**src/design/erc_pkg.sv**
```systemverilog
// Shared constants, types and helper functions of the era threshold range collector.
`timescale 1ns / 1ps

package erc_pkg;

   // Default size of the block space and the largest block span that an index can address.
   localparam int NUM_BLOCKS_DEF = 65536;
   localparam int BLOCK_SPAN     = 65536;

   // Field widths.
   localparam int CMD_W  = 2;
   localparam int IDX_W  = 16;
   localparam int POS_W  = 17;
   localparam int ERA_W  = 32;
   localparam int WORD_W = 32;
   localparam int BIT_W  = 5;

   // Configuration port widths.
   localparam int CSR_AW = 3;
   localparam int CSR_DW = 32;

   // Command codes.
   localparam logic [CMD_W-1:0] CMD_MARK  = 2'd0;
   localparam logic [CMD_W-1:0] CMD_FETCH = 2'd1;
   localparam logic [CMD_W-1:0] CMD_CLEAR = 2'd2;

   // Register index, taken from the word address of the configuration port.
   localparam logic REG_ERA_THRESHOLD = 1'b0;

   // One result beat.
   typedef struct packed {
      logic [IDX_W-1:0] range_begin;
      logic [POS_W-1:0] range_end;
      logic             single;
      logic             done_res;
   } res_type;

   // Position of the lowest set bit of a bitmap word.
   function automatic logic [BIT_W-1:0] lowest_set(input logic [WORD_W-1:0] bits);
      logic [BIT_W-1:0] pos;
      pos = '0;
      for (int i = WORD_W - 1; i >= 0; i--) begin
         if (bits[i]) begin
            pos = BIT_W'(i);
         end
      end
      return pos;
   endfunction

endpackage

```
**src/design/erc_csr.sv**
```systemverilog
// APB-style configuration register holding the era threshold.
`timescale 1ns / 1ps

module erc_csr (
   input  logic                        clock,
   input  logic                        reset,
   input  logic                        psel,
   input  logic                        penable,
   input  logic                        pwrite,
   input  logic [erc_pkg::CSR_AW-1:0]  paddr,
   input  logic [erc_pkg::CSR_DW-1:0]  pwdata,
   output logic [erc_pkg::CSR_DW-1:0]  prdata,
   output logic                        pready,
   output logic [erc_pkg::ERA_W-1:0]   era_threshold
);
   import erc_pkg::*;

   logic [ERA_W-1:0] threshold_ff;
   logic [ERA_W-1:0] threshold_in;
   logic             reg_hit;
   logic             wr_hit;

   // Decode the register from the word address.
   assign reg_hit = (paddr[CSR_AW-1] == REG_ERA_THRESHOLD);
   assign wr_hit  = psel & penable & pwrite & reg_hit;

   // The threshold takes the write data in the access phase.
   always_comb begin
      threshold_in = wr_hit ? pwdata : threshold_ff;
   end

   always_ff @(posedge clock) begin
      if (reset) begin
         threshold_ff <= '0;
      end else begin
         threshold_ff <= threshold_in;
      end
   end

   // Read back and a port that never waits.
   assign prdata        = reg_hit ? threshold_ff : '0;
   assign pready        = 1'b1;
   assign era_threshold = threshold_ff;

endmodule

```
**config.mk**
```make
export PLATFORM = sky130hd
export DESIGN_NAME = erc_csr
export DESIGN_NICKNAME = d
export VERILOG_FILES = /design/src/design/erc_pkg.sv /design/src/design/erc_csr.sv
export SDC_FILE = /design/constraint.sdc
export NUM_CORES = 1
export LEC_CHECK = 0
export ABC_AREA = 1
export BUFFER_PORTS_ARGS = -buffer_cell sky130_fd_sc_hd__buf_2
export CAP_MARGIN = 5
export CORE_UTILIZATION = 35
export DETAILED_ROUTE_END_ITERATION = 8
export GPL_TIMING_DRIVEN = 0
export PLACE_DENSITY = 0.68
export SLEW_MARGIN = 20
export SYNTH_ARGS = -nofsm -noshare
export SYNTH_HDL_FRONTEND = slang
export SYNTH_SLANG_ARGS = --single-unit
```
**constraint.sdc**
```tcl
create_clock -name clock -period 1.9 [get_ports clock]
set_input_delay 0.19 -clock clock [delete_from_list [all_inputs] [get_ports clock]]
set_output_delay 0.19 -clock clock [all_outputs]
set_load 0.05 [all_outputs]
```
==> reports/qor.yml <==
cts_tree: "yes"
die_y_um: 71.5
wl_met2_um: 1800
p_switching_uw: 498
critPathLaunchType: "flop"
clkPwrFrac_pct: 34.1
cp.required_ps: 1710
post-cts-setup-buffers: 0
cts_made_buffers: 5
dieArea_mm2: 0.00511
layout.nets: 429
hold_class: "in2reg"
ir_drop_mv: 0.346
ys_warn_count: 0
p_seq_share_pct: 44.0
drt_iter0_markers: 55
first_pass_iters: 4
routed-wl-met3_um: 271
io_buffers: 100
path_clk_slew_ps: 60
drt_drc_violations_left: 0
fillers: 493
hold_slack_ps: 215
synth_top_family_by_area: "simple AND/OR/NAND/NOR gates"
p_leak_uw: 0.00140
cp-end-kind: "primary output"
gp_congestion: 0.740
final_area_mm2: 0.00235
area_growth_pct: 39.2
tns_ps: 0
vias: 1820
postPlaceCellArea_mm2: 0.00225
clock-sinks: 32
switching_share_pct: 30.8
rr_startpoint: "era_threshold[24]"
ys_seq_area_share_pct: 37.9
dp_hpwl_um: 3070
path_max_fanout: 3
rsz0062_at_grt: "false"
max_cap_viol_count: 0
synthMuxAreaShare_pct: 0
cp-startpoint: "era_threshold[24]"
status: "complete, no violations"
antenna_found_initial: 0
comb_power_share_pct: 21.9
synth_area_mm2: 0.00169
std_cell_rows: 24
min_period_ps: 1240
die_w_um: 71.5
intPower_uw: 1120
viasPerCell: 4.13
ys_top_cells_by_area: "dfxtp_1, nor2_1, inv_1, nand3_1, nand2_1"
arrival_ps: 1050
postSynthAreaPerCell_um2: 5.99
synth_cell_types: 15
synthAdderAreaFrac_pct: 0
multi_input_area_um2: 688
finalSetupViolCount: 0
fmax_ghz: 0.808
ant_nets: 0
largest_reg_flops: 32
r2r_slack_ps: 1320
coreArea_mm2: 0.00450
met1_length_um: 1870
ys_seq_elements: 32
synth_cells: 282
clockBufferDepth: 2
synthSimpleGateAreaFrac_pct: 40.5
synth_xor_area_share_pct: 0
fin_skew_ps: 0
slew_violations: 0
drive_gt1_share_pct: 31.6
cts_hold_buf: 0
insertion_delay_ps: 280
routed_wl_um: 4030
seqCellArea_um2: 641
htreeDepth: 2
grt_max_degree: 11
io_pins: 105
synth_compound_area_share_pct: 0
synth_fp_nets: 322
hold_violations: 0
start_util_pct: 37.5
grt_pass1_vias: 1493
fin_crit_sh_pct: 65.1
top_layer_used: "met4"
track_usage_pct: 16.4
path_class: "reg2out"
power_density_mw_per_mm2: 688
hp-start: "reset"
diodes: 0
post_drt_wl_per_cell_um: 9.13
synth_top_cell_by_area: "dfxtp_1"
grt-ovfl-total: 0
post_cts_resized: 0
synth_top_area_share_pct: 37.9
root_buffer: "clkbuf_8"
grt_pass1_wl_um: 6490
## layout make-up
type / instances / share of cell area (%)
multi-input cells: 165 / 29.3
flip-flops and latches: 32 / 27.2
repair buffers: 100 / 21.3
inverters: 68 / 10.9
plain buffers: 17 / 4.47
clock buffers: 7 / 4.10
well taps: 52 / 2.77
## path summary, 6_finish.rpt
kind / endpoint / cells after the start
max: prdata[24] / 3
min: era_threshold[31] / 4
max reg2reg: era_threshold[24] / 2
min reg2reg: era_threshold[2] / 2
## metal layers
layer / track usage (%) / vias to the layer above
met4: 7.84 / 0
li1: - / 1007
met1: 19.5 / 739
met3: 4.08 / 8
met2: 27.7 / 66
met5: 0 / -
## worst max-delay path: stages, from the launching register on
cell	delay [ps]
dfxtp_1	370
inv_1	50
nor2_1	70
buf_2	270
## Yosys cell counts
master / count
nor2_1: 96
inv_1: 67
dfxtp_1: 32
nand2_1: 32
nand3_1: 32
buf_2: 6
buf_6: 4
buf_1: 3
clkbuf_1: 3
nand2_2: 2
buf_4: 1
conb_1: 1
inv_2: 1
nor2_4: 1
nor2_8: 1
## metrics by stage
| step | power (uW) | worst slack, ps | std cells | utilization, % |
|---|---|---|---|---|
| 2_1_floorplan | 985 | 346 | 282 | - |
| 3_3_place_gp | 1080 | 691 | 434 | 50.1 |
| 3_5_place_dp | 1080 | 683 | 434 | 50.1 |
| 4_1_cts | 1640 | 641 | 441 | 52.2 |
| 5_1_grt | 1710 | 575 | 441 | 52.2 |
| 6_report | 1620 | 663 | 441 | 52.2 |
## kinds of logic after synthesis
| group | Yosys count |
|---|---|
| buffers and inverters | 85 |
| flip-flops | 32 |
| AND/OR/NAND/NOR | 164 |
| other | 1 |
## power by group through the flow
| stage | logic [uW] | clock network [uW] | registers, uW |
|---|---|---|---|
| after floorplan | 179 | 0 | 806 |
| after global placement | 354 | 0 | 725 |
| after detailed placement | 357 | 0 | 726 |
| after CTS | 358 | 573 | 711 |
| after global routing | 388 | 607 | 714 |
| final | 355 | 552 | 711 |
## cells in the final DEF (no fill, tap or decap)
master | synthesis | layout
buf_4 | 1 | 1
buf_2 | 6 | 106
dfxtp_1 | 32 | 32
nor2_8 | 1 | 1
nand3_1 | 32 | 32
nand2_1 | 32 | 32
clkbuf_1 | 3 | 3
nor2_4 | 1 | 1
nand2_2 | 2 | 2
conb_1 | 1 | 1
buf_1 | 3 | 3
inv_2 | 1 | 1
buf_6 | 4 | 4
clkbuf_8 | 0 | 7
inv_1 | 67 | 67
nor2_1 | 96 | 96
Power figures use the tool's default switching activity.
