`src/design/erc_pkg.sv`:
```
// Shared constants, types and helper functions of the era threshold range collector.
`timescale 1ns / 1ps

package erc_pkg;

   // Default size of the block space and the largest block span that an index can address.
   localparam int NUM_BLOCKS_DEF = 65536;
   localparam int BLOCK_SPAN     = 65536;

   // Field widths.
   localparam int CMD_W  = 2;
   localparam int IDX_W  = 16;
   localparam int POS_W  = 17;
   localparam int ERA_W  = 32;
   localparam int WORD_W = 32;
   localparam int BIT_W  = 5;

   // Configuration port widths.
   localparam int CSR_AW = 3;
   localparam int CSR_DW = 32;

   // Command codes.
   localparam logic [CMD_W-1:0] CMD_MARK  = 2'd0;
   localparam logic [CMD_W-1:0] CMD_FETCH = 2'd1;
   localparam logic [CMD_W-1:0] CMD_CLEAR = 2'd2;

   // Register index, taken from the word address of the configuration port.
   localparam logic REG_ERA_THRESHOLD = 1'b0;

   // One result beat.
   typedef struct packed {
      logic [IDX_W-1:0] range_begin;
      logic [POS_W-1:0] range_end;
      logic             single;
      logic             done_res;
   } res_type;

   // Position of the lowest set bit of a bitmap word.
   function automatic logic [BIT_W-1:0] lowest_set(input logic [WORD_W-1:0] bits);
      logic [BIT_W-1:0] pos;
      pos = '0;
      for (int i = WORD_W - 1; i >= 0; i--) begin
         if (bits[i]) begin
            pos = BIT_W'(i);
         end
      end
      return pos;
   endfunction

endpackage

```
`src/design/erc_rsp_if.sv`:
```
// Response channel interface of the era threshold range collector.
`timescale 1ns / 1ps

interface erc_rsp_if;
   logic                       valid;
   logic                       ready;
   logic [erc_pkg::IDX_W-1:0]  range_begin;
   logic [erc_pkg::POS_W-1:0]  range_end;
   logic                       single;
   logic                       done_res;

   modport source (output valid, range_begin, range_end, single, done_res, input ready);
   modport sink   (input valid, range_begin, range_end, single, done_res, output ready);
endinterface

```
`src/design/erc_out_stage.sv`:
```
// Output register that holds one result beat until the receiver takes it.
`timescale 1ns / 1ps

module erc_out_stage (
   input  logic              clock,
   input  logic              reset,
   input  logic              res_load,
   input  erc_pkg::res_type  res,
   output logic              out_free,
   erc_rsp_if.source         rsp_chan
);
   import erc_pkg::*;

   logic    valid_ff, valid_in;
   res_type data_ff,  data_in;

   // The stage can be loaded when empty or when its beat leaves this cycle.
   assign out_free = !valid_ff || rsp_chan.ready;

   always_comb begin
      valid_in = valid_ff && !rsp_chan.ready;
      data_in  = data_ff;
      if (res_load) begin
         valid_in = 1'b1;
         data_in  = res;
      end
   end

   always_ff @(posedge clock) begin
      if (reset) begin
         valid_ff <= 1'b0;
      end else begin
         valid_ff <= valid_in;
      end
   end

   always_ff @(posedge clock) begin
      data_ff <= data_in;
   end

   assign rsp_chan.valid       = valid_ff;
   assign rsp_chan.range_begin = data_ff.range_begin;
   assign rsp_chan.range_end   = data_ff.range_end;
   assign rsp_chan.single      = data_ff.single;
   assign rsp_chan.done_res    = data_ff.done_res;

endmodule

```
`src/flat_wrapper.sv`:
```
// flat-port wrapper written by rule: the top's interface ports become plain ports
module erc_out_stage_flat import erc_pkg::*;
  (clock, reset, res_load, res, out_free, rsp_chan_valid, rsp_chan_range_begin, rsp_chan_range_end, rsp_chan_single, rsp_chan_done_res, rsp_chan_ready);
  erc_rsp_if rsp_chan_i ();
  input  logic clock;
  input  logic reset;
  input  logic res_load;
  input  erc_pkg::res_type res;
  output logic out_free;
  output wire logic [$bits(rsp_chan_i.valid)-1:0] rsp_chan_valid;
  output wire logic [$bits(rsp_chan_i.range_begin)-1:0] rsp_chan_range_begin;
  output wire logic [$bits(rsp_chan_i.range_end)-1:0] rsp_chan_range_end;
  output wire logic [$bits(rsp_chan_i.single)-1:0] rsp_chan_single;
  output wire logic [$bits(rsp_chan_i.done_res)-1:0] rsp_chan_done_res;
  input wire logic [$bits(rsp_chan_i.ready)-1:0] rsp_chan_ready;
  assign rsp_chan_valid = rsp_chan_i.valid;
  assign rsp_chan_range_begin = rsp_chan_i.range_begin;
  assign rsp_chan_range_end = rsp_chan_i.range_end;
  assign rsp_chan_single = rsp_chan_i.single;
  assign rsp_chan_done_res = rsp_chan_i.done_res;
  assign rsp_chan_i.ready = rsp_chan_ready;
  erc_out_stage u_core (.clock(clock), .reset(reset), .res_load(res_load), .res(res), .out_free(out_free), .rsp_chan(rsp_chan_i));
endmodule
```
`config.mk`:
```
export PLATFORM = sky130hd
export DESIGN_NAME = erc_out_stage_flat
export DESIGN_NICKNAME = d
export VERILOG_FILES = /design/src/design/erc_pkg.sv /design/src/design/erc_rsp_if.sv /design/src/design/erc_out_stage.sv /design/src/flat_wrapper.sv
export SDC_FILE = /design/constraint.sdc
export NUM_CORES = 1
export LEC_CHECK = 0
export ABC_AREA = 1
export BUFFER_PORTS_ARGS = -buffer_cell sky130_fd_sc_hd__buf_4
export CORE_ASPECT_RATIO = 1.4
export CORE_UTILIZATION = 42
export CTS_CLUSTER_DIAMETER = 50
export DETAILED_ROUTE_END_ITERATION = 16
export PLACE_DENSITY = 0.82
export SYNTH_ARGS = -nofsm -noshare
export SYNTH_HDL_FRONTEND = slang
export SYNTH_SLANG_ARGS = --single-unit
```
`constraint.sdc`:
```
create_clock -name clock -period 1 [get_ports clock]
set_input_delay 0.1 -clock clock [delete_from_list [all_inputs] [get_ports clock]]
set_output_delay 0.1 -clock clock [all_outputs]
set_load 0.1 [all_outputs]
```
==> results of run 1 <==
==> metrics by stage <==
stage	TNS (ps)	cells	hold WS, ps	util
3_3_place_gp	0	151	246	0.727
3_5_place_dp	0	151	252	0.727
2_1_floorplan	-141	40	153	-
==> cells by family after synthesis <==
family	Yosys count
buf+inv	2
compound gates	1
flops	36
simple gates	1
==> summary.md, run 1 <==
| Metric | Value |
|---|---|
| Outcome | `did not finish` |
| Failed at | `4_1_cts` |
| Log Error | `[ERROR DPL-0033] detailed placement checks failed during check placement.` |
| Synth Warn # | `0` |
| Post-CTS setup buffers | `0` |
| Avg Inst Size Synth | `27.3 um^2` |
| IO buf count | `75` |
| Ys flop type | `edfxtp_1` |
| RePlAce Congestion | `0.639` |
| Simple-gate share of the synthesized area | `0.00572` |
| Die extent in y | `62.4 um` |
| Post-CTS Hold Buffers | `36` |
| Dpl ws | `214 ps` |
| Compound-gate portion of the synthesized area | `0.00801` |
| Yosys reg bits | `36` |
| Synth Instances | `40` |
| Post-synthesis mux area share | `0` |
| Leading area contributor after synthesis | `edfxtp_1` |
| # resized after CTS | `41` |
| XOR/XNOR share of the synthesized area | `0` |
| CTS max path bufs | `2` |
| Sink Count | `36` |
| Adder-cell share of the synthesized area | `0` |
| Hpwl dp | `1.74 mm` |
| Die W | `45.1 um` |
| Synth top area share | `0.961` |
| FP Rows | `21` |
| Main combinational cell family by area after synthesis | `compound AO/OA/AOI/OAI gates` |
| Post-DP Area | `0.00176 mm^2` |
| TritonCTS Buffers | `5` |
| H-tree depth | `2` |
| Cell variety after synth | `5` |
| Clock root buffer | `clkbuf_4` |
| Post-Syn Area | `0.00109 mm^2` |
| EDFF count, synth | `35` |
| Initial Util | `0.452` |
| Synth async-reset ratio | `0` |
| Io pins | `76` |
| Register area share after synthesis | `0.979` |
| Post-synth net total | `79` |
| Top post-synthesis cells by area | `edfxtp_1 (96%), dfxtp_1 (1.8%), a21oi_2 (0.80%)` |
| Synth cell count leaders | `edfxtp_1 (35), inv_1 (2), a21oi_2 (1), dfxtp_1 (1), nand2_2 (1)` |
| Most numerous cell in the Yosys netlist | `edfxtp_1` |
==> run 2: changes to the inputs <==
--- a/config.mk
+++ b/config.mk
@@ -7,11 +7,10 @@
 export LEC_CHECK = 0
 export ABC_AREA = 1
 export BUFFER_PORTS_ARGS = -buffer_cell sky130_fd_sc_hd__buf_4
-export CORE_ASPECT_RATIO = 1.4
-export CORE_UTILIZATION = 42
-export CTS_CLUSTER_DIAMETER = 50
+export CORE_AREA = 2 2 63 65
 export DETAILED_ROUTE_END_ITERATION = 16
-export PLACE_DENSITY = 0.82
+export DIE_AREA = 0 0 65 67
+export PLACE_DENSITY_LB_ADDON = 0.15
 export SYNTH_ARGS = -nofsm -noshare
 export SYNTH_HDL_FRONTEND = slang
 export SYNTH_SLANG_ARGS = --single-unit
==> summary.md, run 2 <==
| Metric | Value |
|---|---|
| GRT Total Usage | `0.136` |
| Max reg flops | `17` |
| Die extent in y | `67 um (+7.4%)` |
| Switch Pwr | `0.00152 W` |
| Kind of critical path | `reg2out` |
| Register area share after synthesis | `0.979 (unchanged)` |
| Met3 wire length | `181 um` |
| Drt total wl | `2.71 mm` |
| Rel. slew slack | `0.708` |
| CP arrival | `900 ps` |
| Most numerous cell in the Yosys netlist | `edfxtp_1` |
| Post-Route Skew | `0 ps` |
| CP cell instances | `buf_6` |
| Vias | `826` |
| Biggest cell delay along the critical path | `400 ps` |
| WL/cell | `13.0 um` |
| Ys flop type | `edfxtp_1` |
| Synth async-reset ratio | `0 (unchanged)` |
| Switching part of the total | `0.340` |
| Worst-path clk slew | `70 ps` |
| FMAX | `1.00 GHz` |
| DRC viols | `0` |
| Vias in the first global route | `875` |
| First-pass GRT wire length | `4.13 mm` |
| RePlAce Congestion | `0.746 (+17%)` |
| Clock root buffer | `clkbuf_8` |
| Metal-1 WL | `926 um` |
| Commonest cells after routing, fill and taps aside | `buf_4 (39), dlygate4sd3_1 (36), edfxtp_1 (35)` |
| Sink Count | `36 (unchanged)` |
| Synth top area share | `0.961 (unchanged)` |
| Register Area | `0.00107 mm^2` |
| Setup tns final | `0 ps` |
| Final hold violations | `0` |
| Share of layout cells above drive strength 1 | `0.538` |
| Delay-heaviest family, CP | `flip-flops` |
| Post-Syn Area | `0.00109 mm^2 (unchanged)` |
| Multi-input logic area | `28.8 um^2` |
| Post-synth net total | `79 (unchanged)` |
| Worst hold path type | `in2reg` |
| Synth cell count leaders | `edfxtp_1 (35), inv_1 (2), a21oi_2 (1), dfxtp_1 (1), nand2_2 (1)` |
| CP Launch Type | `flip-flop` |
| Highest routed layer | `met4` |
| FP Rows | `22 (+4.8%)` |
| Iteration-0 DRC Markers | `28` |
| Most common cell after layout, fill and taps aside | `buf_4` |
| CTS max path bufs | `2 (unchanged)` |
| Worst path slowest cell | `edfxtp_1` |
| Max Cap Viol | `0` |
| DR vias/cell | `3.97` |
| Initial antenna violation count | `0` |
| Leading area contributor after synthesis | `edfxtp_1` |
| Largest net degree at the start of global routing | `37` |
| Remaining Overflow, GRT | `0` |
| Total Power | `0.00446 W` |
| Die area | `0.00436 mm^2` |
| Max Slew Vio Count | `0` |
| DR pass1 iterations | `4` |
| Synth Instances | `40 (unchanged)` |
| FILL cells | `266` |
| Core ar. | `0.00361 mm^2` |
| Final WS setup | `4.00 ps` |
| Pint | `0.00294 W` |
| Leak | `0.992 nW` |
| Power share of the clock group | `0.274` |
| Top post-synthesis cells by area | `edfxtp_1 (96%), dfxtp_1 (1.8%), a21oi_2 (0.80%)` |
| Die W | `65 um (+44%)` |
| Slew at the pin closest to its max-slew limit | `438 ps` |
| CP bufs+invs | `1` |
| Final Cycle Share | `0.996` |
| Met2 WL post-DR | `1.58 mm` |
| # diodes | `0` |
| Yosys reg bits | `36 (unchanged)` |
| Clock Latency Late Sink | `280 ps` |
| EDFF count, synth | `35 (unchanged)` |
| VDD IR max | `1.09 mV` |
| CTS tree | `built` |
| Initial Util | `0.303 (-0.149)` |
| Combinational Power Share | `0.312` |
| Io pins | `76 (unchanged)` |
| Final nets | `198` |
| Final setup fails | `0` |
| Sequential power share | `0.414` |
| Pwr dens | `1880 mW/mm^2` |
| Outcome | `finished, final reports clean` |
| Dpl ws | `140 ps (-74.4 ps)` |
| Worst setup EP type | `primary output` |
| Worst path required time | `900 ps` |
| H-tree depth | `2 (unchanged)` |
| CP Max Fanout | `1` |
| Synth Warn # | `0 (unchanged)` |
| RSZ-0062 raised after global routing | `yes` |
| Cell variety after synth | `5 (unchanged)` |
| Detail Route Antenna Nets | `0` |
| Avg Inst Size Synth | `27.3 um^2 (unchanged)` |
| TritonCTS Buffers | `5 (unchanged)` |
| IO buf count | `75 (unchanged)` |
| Post-route minimum period | `996 ps` |
| Post-synthesis to final-layout area growth | `117%` |
## run 2: cell counts after synthesis
No cell type changed its count.
## run 2: path summary, 6_finish.rpt
kind	startpoint	end	slack [ps]	cells after the start
max reg2reg	u_core.rsp_chan.valid	u_core.rsp_chan.valid	270	3
min	rsp_chan_ready	u_core.rsp_chan.valid	220	5
min reg2reg	u_core.rsp_chan.valid	u_core.rsp_chan.valid	590	3
max	u_core.rsp_chan.range_begin[14]	rsp_chan_range_begin[14]	4	1
## run 2: through the flow
stage | instances | util | hold WS, ps | cell area (um^2)
floorplan | 40 | - | 153 | 1110
global placement | 163 | 0.481 | 249 | 1730
detailed placement | 163 | 0.481 | 250 | 1730
CTS | 207 | 0.644 | 109 | 2320
global route | 208 | 0.657 | 225 | 2370
finish | 208 | 0.657 | 223 | 2370
## run 2: layer usage
layer | vias to the layer above | global-route usage
li1 | 393 | -
met1 | 385 | 0.138
met2 | 46 | 0.247
met3 | 2 | 0.0642
met4 | 0 | 0.0399
met5 | - | 0
## run 2: timing repair
action,CTS,global route
pin swaps,0,1
endpoints found under the hold margin,36,0
setup endpoints to repair,30,30
hold buffers,36,0
gates resized for setup,32,10
buffers inserted,0,1
## run 2: power groups by stage
stage	combinational, W	clock (W)	sequential (W)
after floorplan	0.0000244	0	0.00270
after global placement	0.00119	0	0.00185
after detailed placement	0.00120	0	0.00185
after CTS	0.00137	0.00126	0.00184
after global routing	0.00143	0.00134	0.00186
final	0.00139	0.00122	0.00185
## run 2: logic make-up (layout without fill, tap and decap cells)
group | Yosys count | after routing | share of synthesized area
and+or+nand+nor | 1 | 1 | 0.00572
AOI/OAI and AO/OA | 1 | 1 | 0.00801
DFF | 36 | 36 | 0.979
buffers and inverters | 2 | 122 | 0.00687
## run 2: area by class of cell
cell class,instances,share of cell area
Timing Repair Buffer,112,0.460
Clock buffer,6,0.0306
Tap cell,48,0.0254
Sequential cell,36,0.454
Inverter,2,0.00317
Multi-Input combinational cell,2,0.0122
Clock inverter,2,0.0148
(Power assumes the default switching activity.)
==> run 3: changes to the inputs <==
--- a/config.mk
+++ b/config.mk
@@ -7,10 +7,11 @@
 export LEC_CHECK = 0
 export ABC_AREA = 1
 export BUFFER_PORTS_ARGS = -buffer_cell sky130_fd_sc_hd__buf_4
-export CORE_AREA = 2 2 63 65
+export CORE_AREA = 10 10 71 73
+export CTS_CLUSTER_DIAMETER = 120
 export DETAILED_ROUTE_END_ITERATION = 16
-export DIE_AREA = 0 0 65 67
-export PLACE_DENSITY_LB_ADDON = 0.15
+export DIE_AREA = 0 0 81 83
+export PLACE_DENSITY_LB_ADDON = 0.08
 export SYNTH_ARGS = -nofsm -noshare
 export SYNTH_HDL_FRONTEND = slang
 export SYNTH_SLANG_ARGS = --single-unit
==> summary.md, run 3 (synthesized netlist as in run 2, its figures left out) <==
| Metric | Value |
|---|---|
| Iteration-0 DRC Markers | `20 (-29%)` |
| Die area | `0.00672 mm^2 (+54%)` |
| Worst path required time | `900 ps (about the same)` |
| Biggest cell delay along the critical path | `420 ps (+20 ps)` |
| WL/cell | `15.5 um (+19%)` |
| R2R Path End | `u_core.rsp_chan.valid` |
| Clock Latency Late Sink | `280 ps (about the same)` |
| Dpl ws | `210 ps (+70.5 ps)` |
| Final WS setup | `-0.806 ps (-4.81 ps)` |
| H-tree depth | `2 (unchanged)` |
| Min-delay src | `rsp_chan_ready` |
| Hold slack | `144 ps (-78.6 ps)` |
| Remaining Overflow, GRT | `0 (unchanged)` |
| Drt total wl | `3.23 mm (+19%)` |
| Setup slack, reg-to-reg | `370 ps (+100 ps)` |
| FF-to-FF Start | `u_core.rsp_chan.valid` |
| CP cell instances | `buf_6` |
| # diodes | `0 (unchanged)` |
| Initial Util | `0.301 (-0.00230)` |
| GRT Total Usage | `0.0993 (-0.0366)` |
| Final setup fails | `1 (+1)` |
| Sink Count | `36 (unchanged)` |
| Worst Hold End | `u_core.rsp_chan.valid` |
| CP Launch Type | `flip-flop` |
| Clock root buffer | `clkbuf_8` |
| Die extent in y | `83 um (+24%)` |
| Largest net degree at the start of global routing | `22 (-41%)` |
| CP arrival | `900 ps (about the same)` |
| Delay-heaviest family, CP | `flip-flops` |
| Rel. slew slack | `0.859 (+0.151)` |
| Core Util, Final | `0.649 (-0.00773)` |
| Core ar. | `0.00363 mm^2 (+0.76%)` |
| Worst hold path type | `in2reg` |
| Hpwl dp | `2.29 mm` |
| Outcome | `complete, but fails checks` |
| First-pass GRT wire length | `5.01 mm (+21%)` |
| Commonest cells after routing, fill and taps aside | `buf_4 (39), dlygate4sd3_1 (36), edfxtp_1 (35)` |
| RSZ-0062 raised after global routing | `yes` |
| VDD IR max | `0.914 mV (-16%)` |
| Leak | `0.986 nW (-0.61%)` |
| Detail Route Antenna Nets | `0 (unchanged)` |
| Post-synthesis to final-layout area growth | `116%` |
| FMAX | `0.999 GHz (-0.48%)` |
| IO buf count | `75 (unchanged)` |
| CP bufs+invs | `1 (unchanged)` |
| Final hold violations | `0 (unchanged)` |
| DRC viols | `0 (unchanged)` |
| Max reg flops | `17 (unchanged)` |
| CTS tree | `built` |
| Final Cycle Share | `1.00 (+0.00481)` |
| CP Max Fanout | `1 (unchanged)` |
| Most common cell after layout, fill and taps aside | `buf_4` |
| Share of layout cells above drive strength 1 | `0.531 (-0.00625)` |
| DR vias/cell | `3.93 (-0.97%)` |
| Vias | `818 (-0.97%)` |
| RePlAce Congestion | `0.664 (-11%)` |
| Final nets | `199 (+0.51%)` |
| Worst setup EP type | `primary output` |
| Vias in the first global route | `984 (+12%)` |
| Die W | `81 um (+25%)` |
| Post-Route Skew | `0 ps (unchanged)` |
| Io pins | `76 (unchanged)` |
| CTS max path bufs | `2 (unchanged)` |
| Reg2Reg Depth | `2 (-1)` |
| Pwr dens | `1770 mW/mm^2 (-6.3%)` |
| FP Rows | `22 (unchanged)` |
| Max Slew Vio Count | `0 (unchanged)` |
| TritonCTS Buffers | `5 (unchanged)` |
| Slew at the pin closest to its max-slew limit | `211 ps (-226 ps)` |
| WHS Path Cells | `4 (-1)` |
| Post-route minimum period | `1000 ps (+4.81 ps)` |
| DR pass1 iterations | `4 (unchanged)` |
| Worst path slowest cell | `edfxtp_1` |
| Kind of critical path | `reg2out` |
| Failing checks | `negative setup slack` |
| Worst-path clk slew | `60 ps (about the same)` |
| Max Cap Viol | `0 (unchanged)` |
| Initial antenna violation count | `0 (unchanged)` |
==> run 3: cell types whose count changed in the layout (fill, tap and decap cells not counted) <==
cell	change
buf_6	+1
buf_12	+2
clkinv_2	-1
clkbuf_1	-1
buf_8	-2
clkinv_1	+2
bufinv_16	-1
==> run 3: power by group <==
group	internal (W)	switching, W
combinational	0.000426	0.000986
sequential	0.00179	0.0000581
clock	0.000458	0.000445
total	0.00267	0.00149
==> run 3: metrics by stage <==
stage / instances / cell area, um^2 / setup TNS [ps] / power [W]
4_1_cts: 208 / 2330 / -3.47 / 0.00420
3_5_place_dp: 165 / 1760 / 0 / 0.00308
6_report: 208 / 2360 / -0.806 / 0.00416
5_1_grt: 208 / 2360 / -294 / 0.00433
3_3_place_gp: 165 / 1760 / 0 / 0.00307
2_1_floorplan: 40 / 1110 / -141 / 0.00273
==> run 3: repair_timing <==
action / 4_1_cts / 5_1_grt
pin swaps: 1 / 0
setup endpoints to repair: 33 / 23
cloned: 0 / 0
gates resized for setup: 36 / 6
hold endpoints to repair: 36 / 0
buffers inserted: 0 / 0
hold buffers: 36 / 0
==> run 3: how the worst max path moves through the flow <==
stage / from / slack (ps) / to / cells after the start
finish: u_core.rsp_chan.range_end[3] / -0.8 / rsp_chan_range_end[3] / 1
global placement: u_core.rsp_chan.valid / 210 / out_free / 2
detailed placement: u_core.rsp_chan.valid / 210 / out_free / 2
global route: u_core.rsp_chan.range_end[3] / -40 / rsp_chan_range_end[3] / 1
floorplan: u_core.rsp_chan.done_res / -4 / rsp_chan_done_res / 0
CTS: u_core.rsp_chan.done_res / -3 / rsp_chan_done_res / 1
==> run 3: layout make-up <==
cell class                      instances  area, um^2
Sequential cell                        36        1070
Inverter                                2        7.51
Multi-Input combinational cell          2        28.8
Tap cell                               48        60.1
Timing Repair Buffer                  113        1110
Clock inverter                          2        7.51
Fill cell                             258        1270
Clock buffer                            5        68.8
==> run 3: per-layer routing <==
| metal | part of all wire | GRT usage | vias to the layer above | wire length [um] |
|---|---|---|---|---|
| met3 | 0.12 | 0.0733 | 0 | 399 |
| met2 | 0.54 | 0.164 | 48 | 1750 |
| met1 | 0.33 | 0.0977 | 378 | 1080 |
| met4 | 0 | 0.0188 | 0 | 0 |
| li1 | - | - | 392 | - |
| met5 | 0 | 0 | - | 0 |
